==> src/rtl/core/bffa_pkg.sv <==
// ----------------------------------------------------------------------------
// bffa_pkg
// Shared constants, payload types and control structs of the bitmap
// first-fit block allocator.
// ----------------------------------------------------------------------------
package bffa_pkg;

  localparam int MAX_BLOCKS  = 512;
  localparam int BLOCK_BYTES = 8;
  localparam int BLOCK_SHIFT = $clog2(BLOCK_BYTES);

  localparam int ROW_BITS  = 8;
  localparam int ROW_SHIFT = $clog2(ROW_BITS);
  localparam int ROWS      = MAX_BLOCKS / ROW_BITS;
  localparam int ROW_AW    = $clog2(ROWS);
  localparam int BLK_AW    = $clog2(MAX_BLOCKS);
  localparam int NUM_W     = BLK_AW + 1;

  localparam int OFFSET_W = 12;
  localparam int BYTES_W  = 13;
  localparam int CFG_W    = 10;
  localparam int STATUS_W = 2;
  localparam int FREE_W   = 10;
  localparam int CNT_W    = BYTES_W - BLOCK_SHIFT + 1;

  typedef logic [STATUS_W-1:0] status_t;

  localparam status_t ST_OK       = status_t'(0);
  localparam status_t ST_NO_ROOM  = status_t'(1);
  localparam status_t ST_BAD_SIZE = status_t'(2);

  localparam logic MODE_ALLOC = 1'b0;
  localparam logic MODE_FREE  = 1'b1;

  typedef struct packed {
    logic                mode;
    logic [OFFSET_W-1:0] byte_offset;
    logic [BYTES_W-1:0]  byte_count;
  } req_t;

  typedef struct packed {
    status_t             status;
    logic [OFFSET_W-1:0] region_offset;
    logic [FREE_W-1:0]   free_blocks;
  } rsp_t;

  typedef struct packed {
    logic    accept;
    logic    scan_start;
    logic    scan_en;
    logic    upd_start;
    logic    upd_en;
    logic    load_out;
    logic    commit_alloc;
    logic    commit_free;
    status_t status;
  } cmd_t;

  typedef struct packed {
    logic bad_size;
    logic no_room;
    logic mode_free;
    logic free_in_range;
    logic found;
    logic row_last;
  } sts_t;

  function automatic logic [NUM_W-1:0] eff_blocks(input logic [CFG_W-1:0] cfg);
    logic [NUM_W-1:0] n;
    if (cfg == '0) begin
      n = NUM_W'(1);
    end else if (cfg > MAX_BLOCKS) begin
      n = NUM_W'(MAX_BLOCKS);
    end else begin
      n = NUM_W'(cfg);
    end
    return n;
  endfunction

endpackage

==> src/rtl/core/bitmap_first_fit_block_allocator_top.sv <==
// ----------------------------------------------------------------------------
// bitmap_first_fit_block_allocator_top
// First-fit contiguous allocator over one bucket of 8-byte blocks, kept as a
// usage bitmap in RAM, one 8-block row per word.
// ----------------------------------------------------------------------------
// One transaction at a time. A request is accepted in S_IDLE and checked in
// S_CHECK, then an allocation scans bitmap rows from row 0 at one row per
// cycle (up to 64 rows) and marks the found run at one row per cycle, and a
// free clears its rows the same way; S_FINISH then loads the result register,
// the pace being set by the single read port of the bitmap RAM. The next
// request is taken while a result still waits on out_stall. A write to the
// block count register clears the bucket through per-row valid flags, so no
// clearing pass follows reset or configuration.
module bitmap_first_fit_block_allocator_top
  import bffa_pkg::*;
(
  input  logic             clk,
  input  logic             rst_n,
  input  logic             cfg_wr_en,
  input  logic [CFG_W-1:0] cfg_wdata,
  input  logic             in_valid,
  output logic             in_stall,
  input  req_t             in_data,
  output logic             out_valid,
  input  logic             out_stall,
  output rsp_t             out_data
);

  cmd_t cmd;
  sts_t sts;

  bffa_ctrl u_ctrl (
    .clk       (clk),
    .rst_n     (rst_n),
    .in_valid  (in_valid),
    .in_stall  (in_stall),
    .out_valid (out_valid),
    .out_stall (out_stall),
    .sts       (sts),
    .cmd       (cmd)
  );

  bffa_dp u_dp (
    .clk       (clk),
    .rst_n     (rst_n),
    .cfg_wr_en (cfg_wr_en),
    .cfg_wdata (cfg_wdata),
    .in_req    (in_data),
    .cmd       (cmd),
    .sts       (sts),
    .out_rsp   (out_data)
  );

endmodule

==> src/rtl/core/bffa_ram.sv <==
// ----------------------------------------------------------------------------
// bffa_ram
// Generic single-write, single-read RAM with registered read data.
// ----------------------------------------------------------------------------
module bffa_ram #(
  parameter int WIDTH = 8,
  parameter int DEPTH = 64
) (
  input  logic                     clk,
  input  logic                     we,
  input  logic [$clog2(DEPTH)-1:0] waddr,
  input  logic [WIDTH-1:0]         wdata,
  input  logic                     re,
  input  logic [$clog2(DEPTH)-1:0] raddr,
  output logic [WIDTH-1:0]         rdata
);

  logic [WIDTH-1:0] mem [DEPTH];
  logic [WIDTH-1:0] rdata_r;

  always_ff @(posedge clk) begin
    if (we) begin
      mem[waddr] <= wdata;
    end
    if (re) begin
      rdata_r <= mem[raddr];
    end
  end

  assign rdata = rdata_r;

endmodule

==> src/rtl/core/bffa_dp.sv <==
// ----------------------------------------------------------------------------
// bffa_dp
// Datapath: block count register, free counter, bitmap RAM with row valid
// flags, row scanner for first fit, row read-modify-write and result register.
// ----------------------------------------------------------------------------
module bffa_dp
  import bffa_pkg::*;
(
  input  logic             clk,
  input  logic             rst_n,
  input  logic             cfg_wr_en,
  input  logic [CFG_W-1:0] cfg_wdata,
  input  req_t             in_req,
  input  cmd_t             cmd,
  output sts_t             sts,
  output rsp_t             out_rsp
);

  logic [CFG_W-1:0]   cfg_r;
  logic [NUM_W-1:0]   free_r;
  logic [NUM_W-1:0]   free_nxt;
  logic [ROWS-1:0]    row_valid_r;

  logic               mode_r;
  logic [CNT_W-1:0]   count_r;
  logic               bad_r;
  logic               noroom_r;
  logic [BLK_AW-1:0]  sfree_r;

  logic [ROW_AW-1:0]  rd_row_r;
  logic [ROW_AW-1:0]  lim_row_r;
  logic [ROW_AW-1:0]  dat_row_r;
  logic               issue_done_r;
  logic               dat_pend_r;
  logic               rd_vld_r;
  logic [NUM_W-1:0]   run_r;
  logic [BLK_AW-1:0]  lo_r;
  logic [BLK_AW-1:0]  hi_r;
  rsp_t               rsp_r;

  logic [NUM_W-1:0]    n;
  logic [BLK_AW-1:0]   last_blk;
  logic [BYTES_W:0]    bytes_sum;
  logic [CNT_W-1:0]    count_in;
  logic [ROW_BITS-1:0] ram_rdata;
  logic [ROW_BITS-1:0] row_data;
  logic [ROW_BITS-1:0] mask;
  logic [ROW_BITS-1:0] new_row;
  logic [NUM_W-1:0]    run_c;
  logic                found_c;
  logic [BLK_AW-1:0]   fend_c;
  logic [BLK_AW-1:0]   start_c;
  logic [CNT_W-1:0]    free_end;
  logic [BLK_AW-1:0]   hi_free;
  logic [CNT_W-1:0]    free_sum;
  logic                issue_en;
  logic                scan_hit;
  logic                ram_we;

  assign n        = eff_blocks(cfg_r);
  assign last_blk = BLK_AW'(n - NUM_W'(1));

  assign bytes_sum = {1'b0, in_req.byte_count} + (BYTES_W + 1)'(BLOCK_BYTES - 1);
  assign count_in  = bytes_sum[BYTES_W:BLOCK_SHIFT];

  assign row_data = rd_vld_r ? ram_rdata : '0;

  always_comb begin
    run_c   = run_r;
    found_c = 1'b0;
    fend_c  = '0;
    for (int j = 0; j < ROW_BITS; j++) begin
      if (NUM_W'({dat_row_r, ROW_SHIFT'(j)}) < n) begin
        if (row_data[j]) begin
          run_c = '0;
        end else begin
          run_c = run_c + NUM_W'(1);
        end
        if (!found_c && (CNT_W'(run_c) >= count_r)) begin
          found_c = 1'b1;
          fend_c  = {dat_row_r, ROW_SHIFT'(j)};
        end
      end
    end
  end

  assign start_c = BLK_AW'(CNT_W'(fend_c) + CNT_W'(1) - count_r);

  assign free_end = CNT_W'(sfree_r) + count_r - CNT_W'(1);
  assign hi_free  = (free_end > CNT_W'(last_blk)) ? last_blk : free_end[BLK_AW-1:0];

  always_comb begin
    for (int j = 0; j < ROW_BITS; j++) begin
      mask[j] = ({dat_row_r, ROW_SHIFT'(j)} >= lo_r) && ({dat_row_r, ROW_SHIFT'(j)} <= hi_r);
    end
  end

  assign new_row = (mode_r == MODE_FREE) ? (row_data & ~mask) : (row_data | mask);

  assign issue_en = (cmd.scan_en || cmd.upd_en) && !issue_done_r;
  assign scan_hit = cmd.scan_en && dat_pend_r && found_c;
  assign ram_we   = cmd.upd_en && dat_pend_r;

  bffa_ram #(
    .WIDTH (ROW_BITS),
    .DEPTH (ROWS)
  ) u_bitmap (
    .clk   (clk),
    .we    (ram_we),
    .waddr (dat_row_r),
    .wdata (new_row),
    .re    (issue_en),
    .raddr (rd_row_r),
    .rdata (ram_rdata)
  );

  assign free_sum = CNT_W'(free_r) + count_r;

  always_comb begin
    free_nxt = free_r;
    if (cmd.commit_alloc) begin
      free_nxt = free_r - NUM_W'(count_r);
    end else if (cmd.commit_free) begin
      free_nxt = (free_sum > CNT_W'(n)) ? n : NUM_W'(free_sum);
    end
  end

  always_ff @(posedge clk) begin
    if (!rst_n) begin
      cfg_r        <= CFG_W'(MAX_BLOCKS);
      free_r       <= NUM_W'(MAX_BLOCKS);
      row_valid_r  <= '0;
      issue_done_r <= 1'b1;
      dat_pend_r   <= 1'b0;
    end else begin
      if (cfg_wr_en) begin
        cfg_r       <= cfg_wdata;
        free_r      <= eff_blocks(cfg_wdata);
        row_valid_r <= '0;
      end else begin
        if (ram_we) begin
          row_valid_r[dat_row_r] <= 1'b1;
        end
        if (cmd.load_out) begin
          free_r <= free_nxt;
        end
      end

      dat_pend_r <= issue_en && !scan_hit;
      if (cmd.scan_start) begin
        issue_done_r <= 1'b0;
      end else if (cmd.upd_start) begin
        issue_done_r <= 1'b0;
      end else if (scan_hit) begin
        issue_done_r <= 1'b0;
      end else if (issue_en && (rd_row_r == lim_row_r)) begin
        issue_done_r <= 1'b1;
      end
    end
  end

  always_ff @(posedge clk) begin
    if (cmd.accept) begin
      mode_r   <= in_req.mode;
      count_r  <= count_in;
      bad_r    <= (in_req.byte_count == '0) || (count_in > CNT_W'(n));
      noroom_r <= CNT_W'(free_r) < count_in;
      sfree_r  <= in_req.byte_offset[OFFSET_W-1:BLOCK_SHIFT];
    end

    if (cmd.scan_start) begin
      rd_row_r  <= '0;
      lim_row_r <= last_blk[BLK_AW-1:ROW_SHIFT];
    end else if (cmd.upd_start) begin
      lo_r      <= sfree_r;
      hi_r      <= hi_free;
      rd_row_r  <= sfree_r[BLK_AW-1:ROW_SHIFT];
      lim_row_r <= hi_free[BLK_AW-1:ROW_SHIFT];
    end else if (scan_hit) begin
      lo_r      <= start_c;
      hi_r      <= fend_c;
      rd_row_r  <= start_c[BLK_AW-1:ROW_SHIFT];
      lim_row_r <= fend_c[BLK_AW-1:ROW_SHIFT];
    end else if (issue_en) begin
      rd_row_r <= rd_row_r + ROW_AW'(1);
    end

    if (cmd.scan_start) begin
      run_r <= '0;
    end else if (cmd.scan_en && dat_pend_r) begin
      run_r <= run_c;
    end

    if (issue_en) begin
      dat_row_r <= rd_row_r;
      rd_vld_r  <= row_valid_r[rd_row_r];
    end

    if (cmd.load_out) begin
      rsp_r.status        <= cmd.status;
      rsp_r.region_offset <= cmd.commit_alloc ? (OFFSET_W'(lo_r) << BLOCK_SHIFT) : '0;
      rsp_r.free_blocks   <= FREE_W'(free_nxt);
    end
  end

  assign sts.bad_size      = bad_r;
  assign sts.no_room       = noroom_r;
  assign sts.mode_free     = (mode_r == MODE_FREE);
  assign sts.free_in_range = NUM_W'(sfree_r) < n;
  assign sts.found         = dat_pend_r && found_c;
  assign sts.row_last      = dat_pend_r && (dat_row_r == lim_row_r);

  assign out_rsp = rsp_r;

endmodule

==> src/rtl/core/bffa_ctrl.sv <==
// ----------------------------------------------------------------------------
// bffa_ctrl
// Controller: sequences check, first-fit scan, bitmap update and result
// hand-off; owns the input stall and the output valid.
// ----------------------------------------------------------------------------
module bffa_ctrl
  import bffa_pkg::*;
(
  input  logic clk,
  input  logic rst_n,
  input  logic in_valid,
  output logic in_stall,
  output logic out_valid,
  input  logic out_stall,
  input  sts_t sts,
  output cmd_t cmd
);

  typedef enum logic [4:0] {
    S_IDLE   = 5'b00001,
    S_CHECK  = 5'b00010,
    S_SCAN   = 5'b00100,
    S_UPDATE = 5'b01000,
    S_FINISH = 5'b10000
  } state_t;

  state_t  state_r;
  state_t  state_nxt;
  status_t stat_r;
  status_t stat_nxt;
  logic    out_valid_r;
  logic    out_valid_nxt;

  always_comb begin
    state_nxt  = state_r;
    stat_nxt   = stat_r;
    cmd        = '0;
    cmd.status = stat_r;
    case (state_r)
      S_IDLE: begin
        if (in_valid) begin
          cmd.accept = 1'b1;
          state_nxt  = S_CHECK;
        end
      end
      S_CHECK: begin
        stat_nxt = ST_OK;
        if (sts.bad_size) begin
          stat_nxt  = ST_BAD_SIZE;
          state_nxt = S_FINISH;
        end else if (!sts.mode_free) begin
          if (sts.no_room) begin
            stat_nxt  = ST_NO_ROOM;
            state_nxt = S_FINISH;
          end else begin
            cmd.scan_start = 1'b1;
            state_nxt      = S_SCAN;
          end
        end else if (sts.free_in_range) begin
          cmd.upd_start = 1'b1;
          state_nxt     = S_UPDATE;
        end else begin
          state_nxt = S_FINISH;
        end
      end
      S_SCAN: begin
        cmd.scan_en = 1'b1;
        if (sts.found) begin
          state_nxt = S_UPDATE;
        end else if (sts.row_last) begin
          stat_nxt  = ST_NO_ROOM;
          state_nxt = S_FINISH;
        end
      end
      S_UPDATE: begin
        cmd.upd_en = 1'b1;
        if (sts.row_last) begin
          state_nxt = S_FINISH;
        end
      end
      S_FINISH: begin
        if (!out_valid_r || !out_stall) begin
          cmd.load_out     = 1'b1;
          cmd.commit_alloc = (stat_r == ST_OK) && !sts.mode_free;
          cmd.commit_free  = (stat_r == ST_OK) && sts.mode_free;
          state_nxt        = S_IDLE;
        end
      end
      default: begin
        state_nxt = S_IDLE;
      end
    endcase
  end

  always_comb begin
    out_valid_nxt = out_valid_r;
    if (cmd.load_out) begin
      out_valid_nxt = 1'b1;
    end else if (!out_stall) begin
      out_valid_nxt = 1'b0;
    end
  end

  always_ff @(posedge clk) begin
    if (!rst_n) begin
      state_r     <= S_IDLE;
      stat_r      <= ST_OK;
      out_valid_r <= 1'b0;
    end else begin
      state_r     <= state_nxt;
      stat_r      <= stat_nxt;
      out_valid_r <= out_valid_nxt;
    end
  end

  assign in_stall  = (state_r != S_IDLE);
  assign out_valid = out_valid_r;

endmodule

==> config.mk <==
export PLATFORM = sky130hd
export DESIGN_NAME = bitmap_first_fit_block_allocator_top
export DESIGN_NICKNAME = d
export VERILOG_FILES = /design/src/rtl/core/bffa_pkg.sv /design/src/rtl/core/bitmap_first_fit_block_allocator_top.sv /design/src/rtl/core/bffa_ram.sv /design/src/rtl/core/bffa_dp.sv /design/src/rtl/core/bffa_ctrl.sv
export SDC_FILE = /design/constraint.sdc
export NUM_CORES = 1
export LEC_CHECK = 0
export BUFFER_PORTS_ARGS = -buffer_cell sky130_fd_sc_hd__buf_4
export CAP_MARGIN = 5
export CORE_ASPECT_RATIO = 1.25
export CORE_UTILIZATION = 45
export CTS_BUF_LIST = sky130_fd_sc_hd__clkbuf_4
export DETAILED_ROUTE_END_ITERATION = 10
export GPL_ROUTABILITY_DRIVEN = 0
export SYNTH_ARGS = -nofsm -noshare
export SYNTH_HDL_FRONTEND = slang
export SYNTH_SLANG_ARGS = --single-unit
==> constraint.sdc <==
create_clock -name clk -period 15 [get_ports clk]
set_input_delay 0.75 -clock clk [delete_from_list [all_inputs] [get_ports clk]]
set_output_delay 0.75 -clock clk [all_outputs]
set_load 0.02 [all_outputs]
### Word-level counts from Yosys, hierarchy flattened

Memories as Yosys holds them, arrays and structs flattened. A register that Yosys moved wholly into a read port is not among the register bits.
Cells that the tools add are included.

* memory bits (read-only): 0
* memories kept: 1
* output and inout port bits: 26
* bits in latches: 0
* input bits: 41
* memory bits (writable): 512
* register bits: 188

Memory list
* u_dp.u_bitmap.mem: words 64, bits a word 8, read ports 1, clocked after Yosys merged registers in 1, wr ports 1, line bffa_ram.sv:18 `logic [WIDTH-1:0] mem [DEPTH];`

* bitwise operators: 6
* shift-type cells: 0
* div/mod/pow operators: 0
* equal/unequal tests: 13
* mux-type cells: 119
* reductions and logical operators: 55
* add/subtract/negate cells: 17
* magnitude comparators: 42
* multiply operators: 0

Operators with widths (count)
* $mux 10: 33
* $mux 9: 21
* $lt 9x10->1: 9
* $ge 10x11->1: 8
* $add 10x1->10 const B: 8
* $ge 9x9->1: 8
* $le 9x9->1: 8
* $or 64x64->64: 1
* $mux 5: 8
* $mux 1: 39
* $mux 6: 6
* $logic_and 1x1->1: 26
* $pmux 5 s5: 1
* $gt 11x10->1: 2
* $gt 10x10->1 const B: 2
* $logic_not 10->1: 2
* $mux 8: 2
* $add 13x3->14 const B: 1
* $lt 6x7->1 const B: 2
* $logic_not 13->1: 1
* $eq 6x6->1: 2
* $logic_not 1->1: 12
* $add 10x11->11: 1
* $add 9x11->11: 1
* other kinds (34): 48

### Depth between registers and ports, before layout

* word-level depth: 41
* gate-level depth with buffers: 69

### Hierarchy

A second synthesis with hierarchy kept.

* cell total of the unflattened synthesis: 3114
* area, all modules: 38413.1 um^2

By module, submodules not included
* bffa_ram: instances 1, area each 20246.9 um^2, cells an instance 940, seq. area each 15615.0 um^2
* bffa_dp: instances 1, area each 17680.7 um^2, cells an instance 2116, seq. area each 4294.1 um^2
* bffa_ctrl: instances 1, area each 485.5 um^2, cells an instance 58, seq. area each 160.2 um^2

### Least setup slack after synthesis

Ideal clock, no wire load.

* path type: register to register
* from: reg u_dp.cfg_r[6]
* to: reg u_dp.rd_row_r[5]
* cell stages (with the launch flop): 66
* path buffers: 1
* arrival: 11315 ps
* library setup time: 66 ps
* required time: 14934 ps
* path slack: 3620 ps
* cells stage by stage: dfxtp_1 -> or2_2 -> nor4_1 -> a21oi_1 -> nor2_1 -> inv_1 -> ha_1 -> nand3_1 -> a21oi_2 -> buf_4 -> o21ai_0 -> and2_1 -> inv_1 -> ha_1 -> and2_1 -> nor2_1 -> a31oi_1 -> ha_1 -> [30 not listed] -> o21ai_0 -> nor2b_1 -> o21ai_0 -> ha_1 -> inv_1 -> ha_1 -> a21o_1 -> a21oi_1 -> o21bai_1 -> a21oi_1 -> o21bai_1 -> a21oi_1 -> xnor2_1 -> xnor2_1 -> nand2_1 -> o21ai_0 -> mux2i_1 -> nor2_1

* cells in the longest elaborated chain, start to end: 40
* elaborated cells on any way between the ends: 102
* those cells by class: 9 x add/sub; 17 x order compare; 59 x mux; 17 x reduce/logical

RTL lines
* from (decl): line bffa_dp.sv:19 `logic [CFG_W-1:0] cfg_r;`
* from (signal assigned): line bffa_dp.sv:130 `cfg_r <= CFG_W'(MAX_BLOCKS);`
* from (signal assigned): line bffa_dp.sv:137 `cfg_r <= cfg_wdata;`
* $gt 10x10->1: line bffa_pkg.sv:72 `end else if (cfg > MAX_BLOCKS) begin`
* $mux 10: line bffa_pkg.sv:72
* $mux 10 (*): line bffa_pkg.sv:70 `if (cfg == '0) begin`
* $lt 9x10->1: line bffa_dp.sv:73 `if (NUM_W'({dat_row_r, ROW_SHIFT'(j)}) < n) begin`
* $mux 10: line bffa_dp.sv:73
* $add 10x1->10: line bffa_dp.sv:77 `run_c = run_c + NUM_W'(1);`
* $mux 10: line bffa_dp.sv:74 `if (row_data[j]) begin`
* $mux 10: line bffa_dp.sv:73
* [24 not listed]
* $ge 10x11->1 / $logic_not 1->1 (equally long branches): line bffa_dp.sv:79 `if (!found_c && (CNT_W'(run_c) >= count_r)) begin`
* $logic_and 1x1->1: line bffa_dp.sv:79
* $mux 9: line bffa_dp.sv:79
* $mux 9: line bffa_dp.sv:73
* $add 9x1->9: line bffa_dp.sv:87 `assign start_c = BLK_AW'(CNT_W'(fend_c) + CNT_W'(1) - count_r);`
* $sub 9x9->9: line bffa_dp.sv:87
* $mux 6: line bffa_dp.sv:179 `end else if (scan_hit) begin`
* $mux 6: line bffa_dp.sv:174 `end else if (cmd.upd_start) begin`
* to (signal assigned): line bffa_dp.sv:177 `rd_row_r <= sfree_r[BLK_AW-1:ROW_SHIFT];`
* to (signal assigned): line bffa_dp.sv:182 `rd_row_r <= start_c[BLK_AW-1:ROW_SHIFT];`
* to (signal assigned): line bffa_dp.sv:185 `rd_row_r <= rd_row_r + ROW_AW'(1);`
* to (decl): line bffa_dp.sv:30 `logic [ROW_AW-1:0] rd_row_r;`

Every way passes the cells marked *; elsewhere a longest branch is shown, timed or not. The select of a mux whose other input is x is not followed.
A chain may end at the register's enable or synchronous reset.

### Final worst setup path

* from: reg u_dp.cfg_r[9]
* to: reg u_dp.rd_row_r[5]

Same word-level chain as after synthesis.

==> flow_summary_export.csv <==
group,metric,value,unit
worst_setup_path,path_max_fanout,13,
worst_setup_path,cpMostUsedCell,"ha_1",
pwr,p_int,0.003454,W
sta,worst_pin_slew,1165,ps
pwr,p_switching,0.001323,W
worst_setup_path,reg2reg_from,"u_dp.cfg_r[9]$_SDFFE_PN1P_",
routing,routed_via_density,5.920,
cts,path_clk_slew,60,ps
worst_setup_path,timing.rr.end,"u_dp.rd_row_r[5]$_SDFFE_PP0P_",
cts,tritoncts,"yes",
pwr,comb_power_share,0.200,
sta,rsz0062_at_grt,"false",
routing,drtPass1Iterations,6,
synthesis,async_flop_share,0,
pwr,p_total,0.004777,W
finish,layout.cells.non_filler,4255,
worst_setup_path,slowest_stage,"dfxtp_1",
routing,first_iter_violations,1555,
sta,drv_slew,0,
finish,final_core_util,0.5084,
routing,routed_wl,100.2,mm
min_path,min_path_cells,3,
worst_setup_path,cp.arrival,14420,ps
synthesis,ys.flop_type,"edfxtp_1",
pwr,seq_power_share,0.456,
global_route,grt_remaining_overflow,0,
min_path,min_from,"out_stall",
outcome,status,"finished, final reports clean",
die,num_rows,117,
sta,skew,92.55,ps
global_route,grtUsageTotal,0.2434,
synthesis,ys_ff_latch,705,
synthesis,synth_edf_count,595,
min_path,hold_path_end,"u_ctrl.out_valid$_SDFFE_PN0P_",
sta,period_minus_slack,13520,ps
worst_setup_path,cp.required,15900,ps
synthesis,netlist_instances,2858,
cts,clock-sinks,705,
place,postPlaceCellArea,38940,µm²
place,portBuffers,60,
cts,root_buffer,"clkbuf_4",
sta,finalHoldViolCount,0,
run,maxCapViolCount,0,
synthesis,seq_area_frac_synth,0.5382,
cts,post_cts.repair.setup_buffers,0,
worst_setup_path,max_stage_delay,600,ps
routing,drc,0,
routing,wl_per_cell,23.55,µm
synthesis,yosysUniqueCellTypes,113,
global_route,grt_pass1_wl,152.7,mm
die,fp.dieH,323.9,µm
worst_setup_path,reg2regPathDepth,61,
worst_setup_path,path_class,"reg -> reg",
place,dp_cells,3901,
synthesis,ys_warn_count,0,
sta,slew_headroom,0.2236,
pwr,cellPowerDensity,115.0,nW/µm²
global_route,grt_pass1_vias,25657,
finish,fillers,7048,
cts,cts_buffer_depth,3,
synthesis,synth_top_area_cell,"edfxtp_1",
die,io_pins,67,
synthesis,syn_area,37290,µm²
cts,cts-htree-levels,4,
cts,cts_resized,0,
synthesis,yosys.area.top_type_share,0.4791,
finish,stdcell_area,41530,µm²
cts,cts_buffers,177,
worst_setup_path,start_kind,"flip-flop",
cts,cts_hold_buf,22,
global_route,grt_max_degree,65,
pwr,clkPwrFrac,0.344,
min_path,hold_path.class,"in -> reg",
global_route,antenna_found_initial,1,
routing,via_count,25191,
finish,areaGrowthSynthToFinish,11.37,%
synthesis,synth.area.top_cells,"edfxtp_1, mux4_2, ha_1, dfxtp_1, nor2_1",
die,dieArea,84030,µm²
synthesis,avgSynthCellArea,13.05,µm²
sta,period_share,0.9013,
finish,drive_above_1_share,0.2086,
sta,max_freq,0.07397,GHz
die,start_util,0.4565,
worst_setup_path,r2r_slack,1480,ps
routing,ant_nets,0,
worst_setup_path,crit_path_end_kind,"flip-flop",
cts,clk_latency,1030,ps
pwr,p_leak,15.24,nW
pwr,vdd_drop_max,0.07465,mV
sta,setup_tns,0,ps
die,fp.coreArea,81690,µm²
finish,nNetsFinal,3287,
die,die_x,259.5,µm
place,place_hpwl,67.87,mm
sta,setup_viol,0,
pwr,switching_share,0.2769,
state kept, by name (all words and copies together) (netlist names), 10 cells and up:
register / cells
u_dp.count_r: 11
u_dp.cfg_r: 10
u_dp.run_r: 10
u_dp.row_valid_r: 64
u_dp.out_rsp: 21
u_dp.free_r: 10
u_dp.u_bitmap.mem: 512
cells in the final DEF, fill, tap and decap left out, drive strengths merged, types with 101 or more instances in the layout:
cell and count:
inv 120, mux4 189, a21oi 138, edfxtp 595, o21a 101, dfxtp 110
o21ai 117, nor2 280, ha 211, nand2 138, clkbuf 274
kinds of logic (layout without fill, tap and decap cells):
logic type                 after synthesis  count (layout)  synth area share
buffers and inverters                  241             564           0.02580
adders and majority gates              215             215           0.07294
xor gates and xnor gates               103             103           0.02419
DFF                                    705             705            0.5382
other                                    1               4         0.0001006
and+or+nand+nor                        757             757            0.1007
muxes                                  239             239            0.1283
AOI/OAI and AO/OA                      597             597            0.1099
cell usage after synthesis, types with 59 or more instances:
library cell and n:
o21ai_0 107, nand3_1 59, ha_1 211, xnor2_1 71, mux4_2 189, a21oi_1 135, nand2_1 136, clkbuf_1 81
inv_1 114, o21a_1 101, nor2_1 279, dfxtp_1 110, edfxtp_1 595
routing by layer:
layer | track usage | up-vias | part of all wire
li1 | - | 11538 | -
met1 | 0.2869 | 12605 | 0.39
met2 | 0.4312 | 827 | 0.52
met3 | 0.04587 | 221 | 0.054
met4 | 0.1058 | 0 | 0.039
met5 | 0 | - | 0
power by group through the flow:
stage	logic, W	registers (W)	clock network, W
floorplan	0.000719	0.00218	0
global placement	0.000946	0.00222	0
detailed placement	0.000957	0.00222	0
CTS	0.000966	0.00218	0.00169
global route	0.00104	0.00218	0.00179
finish	0.000955	0.00218	0.00164
metrics by stage:
step / worst slack, ps / hold WS [ps]
finish: 1480 / 134.3
global route: 422.8 / 41.22
CTS: 1586 / 8.795
detailed placement: 1655 / 447.8
global placement: 1858 / 441.1
floorplan: 3620 / 406.4
how the worst max path moves through the flow:
| stage | startpoint | endpoint | slack, ps | cells past startpoint |
|---|---|---|---|---|
| 3_3_place_gp | u_dp.cfg_r[9]$_SDFFE_PN1P_ | u_dp.rd_row_r[5]$_SDFFE_PP0P_ | 1860 | 61 |
| 2_1_floorplan | u_dp.cfg_r[6]$_SDFFE_PN0P_ | u_dp.rd_row_r[5]$_SDFFE_PP0P_ | 3620 | 65 |
| 5_1_grt | u_dp.cfg_r[9]$_SDFFE_PN1P_ | u_dp.rd_row_r[5]$_SDFFE_PP0P_ | 420 | 59 |
| 3_5_place_dp | u_dp.cfg_r[9]$_SDFFE_PN1P_ | u_dp.rd_row_r[5]$_SDFFE_PP0P_ | 1660 | 61 |
| 4_1_cts | u_dp.cfg_r[9]$_SDFFE_PN1P_ | u_dp.rd_row_r[5]$_SDFFE_PP0P_ | 1590 | 61 |
| 6_report | u_dp.cfg_r[9]$_SDFFE_PN1P_ | u_dp.rd_row_r[5]$_SDFFE_PP0P_ | 1480 | 61 |
critical path: cells and delay by family (launching register included):
kind                       cells  cell delay [ps]
AOI/OAI and AO/OA             21             4120
muxes                          5             1290
and+or+nand+nor               18             3400
buffers and inverters          4              540
adders and majority gates     11             3150
DFF                            1              600
xor gates and xnor gates       2              300
area by class of cell:
| class | instances | area [µm²] | share of cell area |
|---|---|---|---|
| flip-flops and latches | 705 | 20080 | 0.4835 |
| well taps | 1071 | 1340 | 0.03227 |
| inverters | 117 | 439.2 | 0.01057 |
| repair buffers | 116 | 925.9 | 0.02229 |
| clock buffers | 274 | 2057 | 0.04953 |
| diodes | 1 | 2.502 | 0.00006025 |
| multi-input cells | 1914 | 16380 | 0.3944 |
| clock inverters | 57 | 306.5 | 0.007381 |
Power figures use the tool's default switching activity.
